<file path="config.mk">
export PLATFORM = sky130hd
export DESIGN_NAME = delimited_frame_extractor_top
export DESIGN_NICKNAME = d
export VERILOG_FILES = /design/src/hdl/dfe_pkg.sv /design/src/hdl/delimited_frame_extractor_top.sv
export SDC_FILE = /design/constraint.sdc
export NUM_CORES = 1
export LEC_CHECK = 0
export BUFFER_PORTS_ARGS = -buffer_cell sky130_fd_sc_hd__buf_2
export CORE_MARGIN = 1.5
export CORE_UTILIZATION = 47
export DETAILED_ROUTE_END_ITERATION = 8
export PLACE_DENSITY = 0.78
export SLEW_MARGIN = 15
export SYNTH_ARGS = -nofsm -noshare
export SYNTH_HDL_FRONTEND = slang
export SYNTH_SLANG_ARGS = --single-unit
</file>
<file path="constraint.sdc">
create_clock -name clk -period 5.35 [get_ports clk]
set_clock_uncertainty 0.2 [all_clocks]
set_input_delay 0.535 -clock clk [delete_from_list [all_inputs] [get_ports clk]]
set_output_delay 0.535 -clock clk [all_outputs]
set_load 0.01 [all_outputs]
</file>
<file path="src/hdl/dfe_pkg.sv">
// Shared types and constants for the delimited frame extractor.
`default_nettype none

package dfe_pkg;

    localparam int CFG_W               = 12;
    localparam int DEFAULT_LENGTH_BITS = 12;
    localparam logic [CFG_W-1:0] MAX_LEN_RESET = 12'd255;

    localparam logic [7:0] CH_OPEN  = 8'h3C;  // '<'
    localparam logic [7:0] CH_START = 8'h53;  // 'S'
    localparam logic [7:0] CH_CLOSE = 8'h3E;  // '>'
    localparam logic [7:0] CH_END   = 8'h45;  // 'E'

    typedef enum logic [1:0] {
        KIND_PAYLOAD  = 2'd0,
        KIND_END      = 2'd1,
        KIND_ABORT    = 2'd2,
        KIND_OVERFLOW = 2'd3
    } kind_t;

endpackage

`default_nettype wire

</file>
<file path="src/hdl/delimited_frame_extractor_top.sv">
// Top level of the delimited frame extractor: byte history, frame tracking, result register.
`default_nettype none

// Delimited frame extractor. Accepts one received byte per transfer on the
// in_* channel and produces at most one result per byte on the out_* channel.
// "<S>" opens a frame (a frame already open is reported as aborted first),
// "<E>" closes an open frame, and payload bytes are released two bytes late so
// the delimiter bytes never appear on the output. A frame that would exceed
// max_len_reg (written through cfg_write_en / cfg_write_data, reset 255)
// ends with an overflow result. Rate: one byte per clock while the output is
// not stalled. The delimiter compare, limit check and counter increment all sit
// in one short combinational path from the history registers to the result
// register, so a result is registered in the cycle after its byte transfers.
// in_ready stays high while the result register is empty or being drained in the
// same cycle; a stalled output blocks input only once the result register is full.
module delimited_frame_extractor_top
    import dfe_pkg::*;
#(
    parameter int LENGTH_BITS = DEFAULT_LENGTH_BITS
) (
    input  wire logic                   clk,
    input  wire logic                   rst_n,
    // configuration
    input  wire logic                   cfg_write_en,
    input  wire logic [CFG_W-1:0]       cfg_write_data,
    // byte input
    input  wire logic                   in_valid,
    output logic                        in_ready,
    input  wire logic [7:0]             rx_byte,
    // results
    output logic                        out_valid,
    input  wire logic                   out_ready,
    output logic [1:0]                  result_kind,
    output logic [7:0]                  payload_byte,
    output logic [LENGTH_BITS-1:0]      frame_length
);

    // Limit compare runs at the wider of the register and the counter.
    localparam int CMP_W = (LENGTH_BITS > CFG_W) ? LENGTH_BITS : CFG_W;

    // history and frame state
    logic [7:0]             prev_reg, prev_prev_reg;
    logic                   in_frame_reg, in_frame_next;
    logic [1:0]             held_reg, held_next;
    logic [LENGTH_BITS-1:0] count_reg, count_next;
    logic [CFG_W-1:0]       max_len_reg;

    // result register
    logic                   out_valid_reg;
    kind_t                  kind_reg;
    logic [7:0]             byte_reg;
    logic [LENGTH_BITS-1:0] len_reg;

    // result of the byte being transferred
    logic                   res_valid;
    kind_t                  res_kind;
    logic [7:0]             res_byte;
    logic [LENGTH_BITS-1:0] res_len;

    logic                   accept;
    logic                   open_seen, end_seen;
    logic [CMP_W-1:0]       cfg_ext, mask_ext, limit;

    assign in_ready = !out_valid_reg || out_ready;
    assign accept   = in_valid && in_ready;

    assign open_seen = (prev_prev_reg == CH_OPEN) && (prev_reg == CH_START)
                       && (rx_byte == CH_CLOSE);
    assign end_seen  = (prev_prev_reg == CH_OPEN) && (prev_reg == CH_END)
                       && (rx_byte == CH_CLOSE);

    // Effective limit: the smaller of the register and the counter's full scale.
    assign cfg_ext  = CMP_W'(max_len_reg);
    assign mask_ext = CMP_W'({LENGTH_BITS{1'b1}});
    assign limit    = (cfg_ext < mask_ext) ? cfg_ext : mask_ext;

    always_comb
    begin
        in_frame_next = in_frame_reg;
        held_next     = held_reg;
        count_next    = count_reg;
        res_valid     = 1'b0;
        res_kind      = KIND_PAYLOAD;
        res_byte      = 8'd0;
        res_len       = count_reg;

        priority if (open_seen)
        begin
            // restart: report the open frame as aborted, then reopen
            res_valid     = in_frame_reg;
            res_kind      = KIND_ABORT;
            in_frame_next = 1'b1;
            held_next     = 2'd0;
            count_next    = '0;
        end
        else if (in_frame_reg && end_seen)
        begin
            res_valid     = 1'b1;
            res_kind      = KIND_END;
            in_frame_next = 1'b0;
            held_next     = 2'd0;
            count_next    = '0;
        end
        else if (in_frame_reg)
        begin
            if (held_reg >= 2'd2)
            begin
                res_valid = 1'b1;
                if (CMP_W'(count_reg) >= limit)
                begin
                    res_kind      = KIND_OVERFLOW;
                    in_frame_next = 1'b0;
                    held_next     = 2'd0;
                    count_next    = '0;
                end
                else
                begin
                    count_next = LENGTH_BITS'(count_reg + 1'b1);
                    res_kind   = KIND_PAYLOAD;
                    res_byte   = prev_prev_reg;
                    res_len    = count_next;
                end
            end
            else
            begin
                held_next = held_reg + 2'd1;
            end
        end
        else
        begin
            // outside a frame bytes only shift through the history
        end
    end

    always_ff @(posedge clk or negedge rst_n)
    begin
        if (!rst_n)
        begin
            prev_reg      <= 8'd0;
            prev_prev_reg <= 8'd0;
            in_frame_reg  <= 1'b0;
            held_reg      <= 2'd0;
            count_reg     <= '0;
            max_len_reg   <= MAX_LEN_RESET;
            out_valid_reg <= 1'b0;
        end
        else
        begin
            if (cfg_write_en)
            begin
                max_len_reg <= cfg_write_data;
            end
            if (accept)
            begin
                prev_prev_reg <= prev_reg;
                prev_reg      <= rx_byte;
                in_frame_reg  <= in_frame_next;
                held_reg      <= held_next;
                count_reg     <= count_next;
                out_valid_reg <= res_valid;
            end
            else if (out_ready)
            begin
                out_valid_reg <= 1'b0;
            end
        end
    end

    // payload side of the result register, no reset needed
    always_ff @(posedge clk)
    begin
        if (accept && res_valid)
        begin
            kind_reg <= res_kind;
            byte_reg <= res_byte;
            len_reg  <= res_len;
        end
    end

    assign out_valid    = out_valid_reg;
    assign result_kind  = kind_reg;
    assign payload_byte = byte_reg;
    assign frame_length = len_reg;

endmodule

`default_nettype wire

</file>
==> flow_summary_export.csv, run 1 <==
group,metric,value,unit
timing,clock.fmax,0.305,GHz
logic_synthesis,yosysMostFrequentCell,"dfrtp_1",
hold_path,min_path_type,"in2async",
setup_path,cp-start-kind,"register",
final_layout,antennaDiodeCount,0,
logic_synthesis,yosysWarnings,0,
setup_path,critPathArrivalTime,3.18,ns
run_status,run_status,"complete, no violations",
logic_synthesis,netlist_top_cells_count,"dfrtp_1 (36), nand2_1 (32), edfxtp_1 (22), inv_1 (22)",
logic_synthesis,seq_area_frac_synth,53.7,%
drt,routed_via_density,5.43,
power_and_ir_drop,pwr_density_cell,509,mW/mm^2
drt,drc,0,
final_layout,fin_nets,387,
setup_path,r2r_setup_slack,2.07,ns
floorplan,dieHeight,86.8,um
grt,grtUsageTotal,19.7,%
grt,grt_pass1_wl,11300,um
clock_network,insertion_delay,0.35,ns
floorplan,dieArea,0.00753,mm^2
timing,finalSetupViolations,0,
timing,fin_setup_tns,0,ns
setup_path,cp-end-kind,"register",
timing,maxSlewViolCount,0,
timing,hold_viol_final,0,
power_and_ir_drop,peakVddDrop,0.000225,V
floorplan,die_x,86.8,um
logic_synthesis,synth_top_area_share,27.3,%
floorplan,core_area,0.00679,mm^2
clock_network,hold_buffers,0,
drt,ant_nets,0,
clock_network,ctsResizeCount,0,
placement,numPortBuffers,48,
setup_path,path_class,"reg2reg",
clock_network,cts_buffer_depth,2,
placement,placed_cells,433,
timing,finalCritPeriodShare,61.3,%
floorplan,initial_core_util,48.6,%
drt,firstDrtPassIters,4,
setup_path,rr_endpoint,"frame_length[1]$_DFFE_PP_",
final_layout,final_layout_size_suffix_gt1_share,26.6,%
timing,fin_crit,3.28,ns
grt,gr-total-overflow,0,
logic_synthesis,ys.flop_type,"dfrtp_1",
setup_path,cp_max_fo,18,
logic_synthesis,async_flop_share,66.7,%
timing,rsz0062_at_grt,"no",
logic_synthesis,synth.largest_area_cell,"dfrtp_1",
floorplan,ios,49,
drt,drt-wirelength-per-cell,15.0,um
clock_network,tritoncts,"yes",
placement,dp_hpwl,4710,um
logic_synthesis,mappedNetlistArea,0.00330,mm^2
drt,drt-total-wl,6750,um
clock_network,postCtsSetupBuffers,0,
logic_synthesis,ys_types,50,
job,cap_violations,0,
setup_path,regToRegStartpoint,"count_reg[0]$_DFFE_PN0P_",
final_layout,area_delta_synth_final,15.6,%
clock_network,h-tree-depth,3,
logic_synthesis,synth-edff-count,22,
floorplan,fp-row-count,30,
final_layout,fillers,584,
drt,num_vias,2438,
clock_network,numCtsBuffers,9,
clock_network,clkSlewWorstSetupHoldPaths,0.07,ns
grt,grt_pass1_vias,2364,
logic_synthesis,synthTopCellsByArea,"dfrtp_1 (27%), edfxtp_1 (20%), dfstp_2 (6.4%), mux2_2 (6.1%), ha_1 (5.3%)",
timing,max-slew-margin-rel,33.7,%
grt,antenna_found_initial,0,
setup_path,worstRegToRegCells,8,
timing,worstMarginPinSlew,0.994,ns
logic_synthesis,postSynthAreaPerCell,10.9,um^2
setup_path,cp.required,5.25,ns
logic_synthesis,synth.net_count,341,
final_layout,stdcell_count,449,
drt,drt_iter0_drc,197,
grt,grt_max_degree,45,
clock_network,ctsRootBufferMaster,"clkbuf_8",
clock_network,cts.sinks,66,
power_and_ir_drop,leakage,1.63,nW
logic_synthesis,synth-seq-cells,66,
logic_synthesis,synthCells,302,
placement,gp_congestion,0.856,
==> final cells by class <==
cell class              instances  area, um^2  share of cell area (%)
multi-input cells             201        1390                    36.5
repair buffers                 48         240                    6.30
clock buffers                  14         195                    5.12
clock inverters                 2        13.8                   0.361
well taps                      96         120                    3.15
flip-flops and latches         66        1770                    46.4
inverters                      22        82.6                    2.16
==> layer usage <==
metal,wire length (um),global-route usage (%),vias up
met5,0,0,-
met4,99,9.24,0
met3,358,3.71,9
met2,3360,31.8,63
met1,2940,25.7,1183
li1,-,-,1183
==> worst max-delay path by stage <==
stage	start	slack, ns	end	depth (start not counted)
floorplan	cfg_ext[0]$_DFFE_PN1P_	2.44	frame_length[1]$_DFFE_PP_	8
global placement	cfg_ext[0]$_DFFE_PN1P_	2.18	frame_length[1]$_DFFE_PP_	7
detailed placement	count_reg[0]$_DFFE_PN0P_	2.08	frame_length[1]$_DFFE_PP_	8
CTS	count_reg[0]$_DFFE_PN0P_	2.05	frame_length[1]$_DFFE_PP_	8
global route	count_reg[0]$_DFFE_PN0P_	1.78	frame_length[1]$_DFFE_PP_	8
finish	count_reg[0]$_DFFE_PN0P_	2.07	frame_length[1]$_DFFE_PP_	8
==> power by group <==
group,leakage [nW],switching [W],internal [W]
sequential,0.703,0.000125,0.000735
clock,0.104,0.000191,0.000238
combinational,0.819,0.000372,0.000279
total,1.63,0.000689,0.00125
==> critical path: stages (launching register included) <==
cell and delay (ns):
dfrtp_1 0.40, inv_1 0.12, ha_1 0.24, nand2b_1 0.14
a2111oi_0 0.40, o311a_1 0.24, o21ai_2 0.23, nor3_1 0.65
mux2_2 0.42
==> cell families (layout without fill, tap and decap cells) <==
family          Yosys count  in the layout  synth area share [%]
xor+xnor                 10             10                  2.65
mux                      19             19                  6.44
fa+ha+maj                14             14                  5.31
compound gates           51             51                  10.3
flops                    66             66                  53.7
buf+inv                  35             86                  4.17
simple gates            107            107                  17.4
==> per-stage QoR <==
step / hold WS, ns / cell area [um^2] / util, % / total power (W) / worst slack [ns]
after floorplan: 0.0394 / 3300 / - / 0.00130 / 2.44
after global placement: 0.297 / 3610 / 53.1 / 0.00149 / 2.18
after detailed placement: 0.308 / 3610 / 53.1 / 0.00152 / 2.08
after CTS: 0.185 / 3810 / 56.2 / 0.00195 / 2.05
after global routing: 0.203 / 3810 / 56.2 / 0.00208 / 1.78
final: 0.152 / 3810 / 56.2 / 0.00194 / 2.07
==> cell usage in the layout, fill, tap and decap left out, drive strengths merged, types with 2 or more instances in the layout <==
| cell | count |
|---|---|
| mux2 | 18 |
| ha | 14 |
| xnor2 | 5 |
| nand3 | 12 |
| nor3b | 2 |
| a31oi | 5 |
| clkbuf | 14 |
| nor4 | 8 |
| nand2b | 2 |
| nor3 | 10 |
| a21oi | 5 |
| o2bb2ai | 3 |
| or3 | 4 |
| dfrtp | 36 |
| nand2 | 32 |
| a21o | 3 |
| a32oi | 2 |
| and2 | 10 |
| nor2 | 12 |
| buf | 48 |
| xor2 | 5 |
| a211oi | 2 |
| dfstp | 8 |
| edfxtp | 22 |
| nor4bb | 2 |
| nand4 | 6 |
| o21ai | 20 |
| inv | 23 |
| a221o | 2 |
| and3 | 2 |
| o211ai | 2 |
No activity file was read; power rests on OpenSTA's default activity.
==> inputs of run 2 (changes only) <==
- clock period: 5.35 -> 3.2 ns (I/O delays scaled with it)
==> run 2 against run 1 <==
Sequential cell count unchanged. Non-clock buffer count rose by 17. Clock-buffer cell count shrank 3. First-iteration DRC count increased by 55%. Combinational power up 76%. Sequential power grew 66%. Critical path type unchanged.
==> flow_summary_export.csv, run 2 (synthesis gave the netlist of run 1 again) <==
group,metric,value,unit
timing,clock.fmax,0.341,GHz
clock_network,numCtsBuffers,9,
grt,grt_pass1_vias,2436,
clock_network,hold_buffers,11,
power_and_ir_drop,pwr_density_cell,836,mW/mm^2
hold_path,min_path_type,"in2reg",
clock_network,h-tree-depth,3,
timing,hold_viol_final,0,
timing,worstMarginPinSlew,0.985,ns
placement,dp_hpwl,4650,um
timing,finalSetupViolations,0,
clock_network,postCtsSetupBuffers,0,
setup_path,cpPeakStageDelay,0.41,ns
drt,drc,0,
drt,drt-total-wl,6870,um
setup_path,cp_max_fo,6,
clock_network,cts.sinks,66,
drt,drt_iter0_drc,305,
drt,firstDrtPassIters,5,
floorplan,core_area,0.00679,mm^2
drt,routed_via_density,5.44,
final_layout,fillers,564,
setup_path,slowest_stage,"a2111oi_0",
final_layout,mostFrequentLayoutCell,"buf_2",
floorplan,die_x,86.8,um
grt,grt_max_degree,45,
final_layout,final_cell_area,0.00400,mm^2
clock_network,insertion_delay,0.35,ns
placement,gp_congestion,0.925,
setup_path,cp.required,3.09,ns
final_layout,antennaDiodeCount,0,
final_layout,final_layout_size_suffix_gt1_share,27.3,%
grt,antenna_found_initial,0,
placement,placed_cells,438,
setup_path,cp_top_family,"compound AO/OA/AOI/OAI gates",
final_layout,fin_nets,404,
grt,gr-total-overflow,0,
clock_network,clkSlewWorstSetupHoldPaths,0.07,ns
setup_path,cp-start-kind,"register",
floorplan,initial_core_util,48.6,%
setup_path,cp-end-kind,"register",
clock_network,cts_buffer_depth,2,
setup_path,cp_cell_sequence,"inv_1, ha_1, nand2b_1, a2111oi_0, o311a_1, o21ai_2, nor3_1, mux2_2",
timing,maxSlewViolCount,0,
setup_path,path_buf_inv,1,
floorplan,fp-row-count,30,
final_layout,layout_common_cells,"buf_2 (48), dfrtp_1 (36), nand2_1 (32)",
power_and_ir_drop,leakage,1.71,nW
clock_network,tritoncts,"yes",
job,cap_violations,0,
setup_path,critPathArrivalTime,2.82,ns
grt,grtUsageTotal,20.4,%
drt,num_vias,2533,
floorplan,dieArea,0.00753,mm^2
timing,finalCritPeriodShare,91.7,%
drt,ant_nets,0,
drt,drt-wirelength-per-cell,14.7,um
setup_path,path_class,"reg2reg",
clock_network,ctsRootBufferMaster,"clkbuf_8",
floorplan,ios,49,
timing,fin_crit,2.94,ns
final_layout,stdcell_count,466,
floorplan,dieHeight,86.8,um
timing,max-slew-margin-rel,34.4,%
clock_network,ctsResizeCount,0,
grt,grt_pass1_wl,11800,um
run_status,run_status,"complete, no violations",
timing,rsz0062_at_grt,"no",
timing,fin_setup_tns,0,ns
final_layout,area_delta_synth_final,21.1,%
power_and_ir_drop,peakVddDrop,0.000389,V
placement,dpl_cell_area,0.00366,mm^2
placement,numPortBuffers,48,
run 2: cell count changes in the layout (fill, tap and decap cells not counted), sizes merged:
cell and change:
clkbuf -3, inv +1, clkinv +1, bufinv +1
dlygate4sd3 +12, buf +5
run 2: power by group:
group	switching [W]	internal, W	total (W)
combinational	0.000637	0.000514	0.00115
sequential	0.000201	0.00123	0.00143
clock	0.000331	0.000430	0.000761
run 2: final cells by class:
cell class	instances	area [um^2]	share of cell area (%)
Sequential cell	66	1770	44.3
Multi-Input combinational cell	201	1390	34.8
Timing Repair Buffer	65	410	10.3
Clock buffer	11	163	4.07
Tap cell	96	120	3.01
Inverter	22	82.6	2.07
Clock inverter	5	57.6	1.44
run 2: worst min-delay path, delay by kind of cell:
family | cells | cell delay [ns]
AO/OA/AOI/OAI | 1 | 0.07
buffers and inverters | 1 | 0.07
AND/OR/NAND/NOR | 1 | 0.04
run 2: worst paths after layout:
path / start / endpoint / slack [ns] / cells after the start
hold reg to reg: cfg_ext[1]$_DFFE_PN1P_ / cfg_ext[1]$_DFFE_PN1P_ / 0.32 / 2
min in group asynchronous: rst_n / cfg_ext[9]$_DFFE_PN0P_ / 0.46 / 2
hold / removal: cfg_write_data[5] / cfg_ext[5]$_DFFE_PN1P_ / 0.01 / 3
setup / recovery: count_reg[0]$_DFFE_PN0P_ / frame_length[1]$_DFFE_PP_ / 0.26 / 8
max in group asynchronous: rst_n / count_reg[10]$_DFFE_PN0P_ / 1.71 / 2
setup reg to reg: count_reg[0]$_DFFE_PN0P_ / frame_length[1]$_DFFE_PP_ / 0.26 / 8
run 2: routing by layer:
metal | vias to the layer above | wire, um | GRT usage, %
met5 | - | 0 | 0
met2 | 100 | 3220 | 30.7
met3 | 11 | 380 | 5.05
li1 | 1222 | - | -
met4 | 0 | 118 | 8.21
met1 | 1200 | 3150 | 28.3
run 2: through the flow:
stage | power, W | hold WS [ns] | util (%) | worst slack [ns]
after floorplan | 0.00217 | -0.176 | - | 0.288
after global placement | 0.00252 | 0.296 | 53.8 | 0.382
after detailed placement | 0.00257 | 0.300 | 53.8 | 0.350
after CTS | 0.00335 | 0.00381 | 58.7 | 0.293
after global routing | 0.00356 | 0.00215 | 58.8 | 0.0720
final | 0.00334 | 0.0142 | 58.8 | 0.264
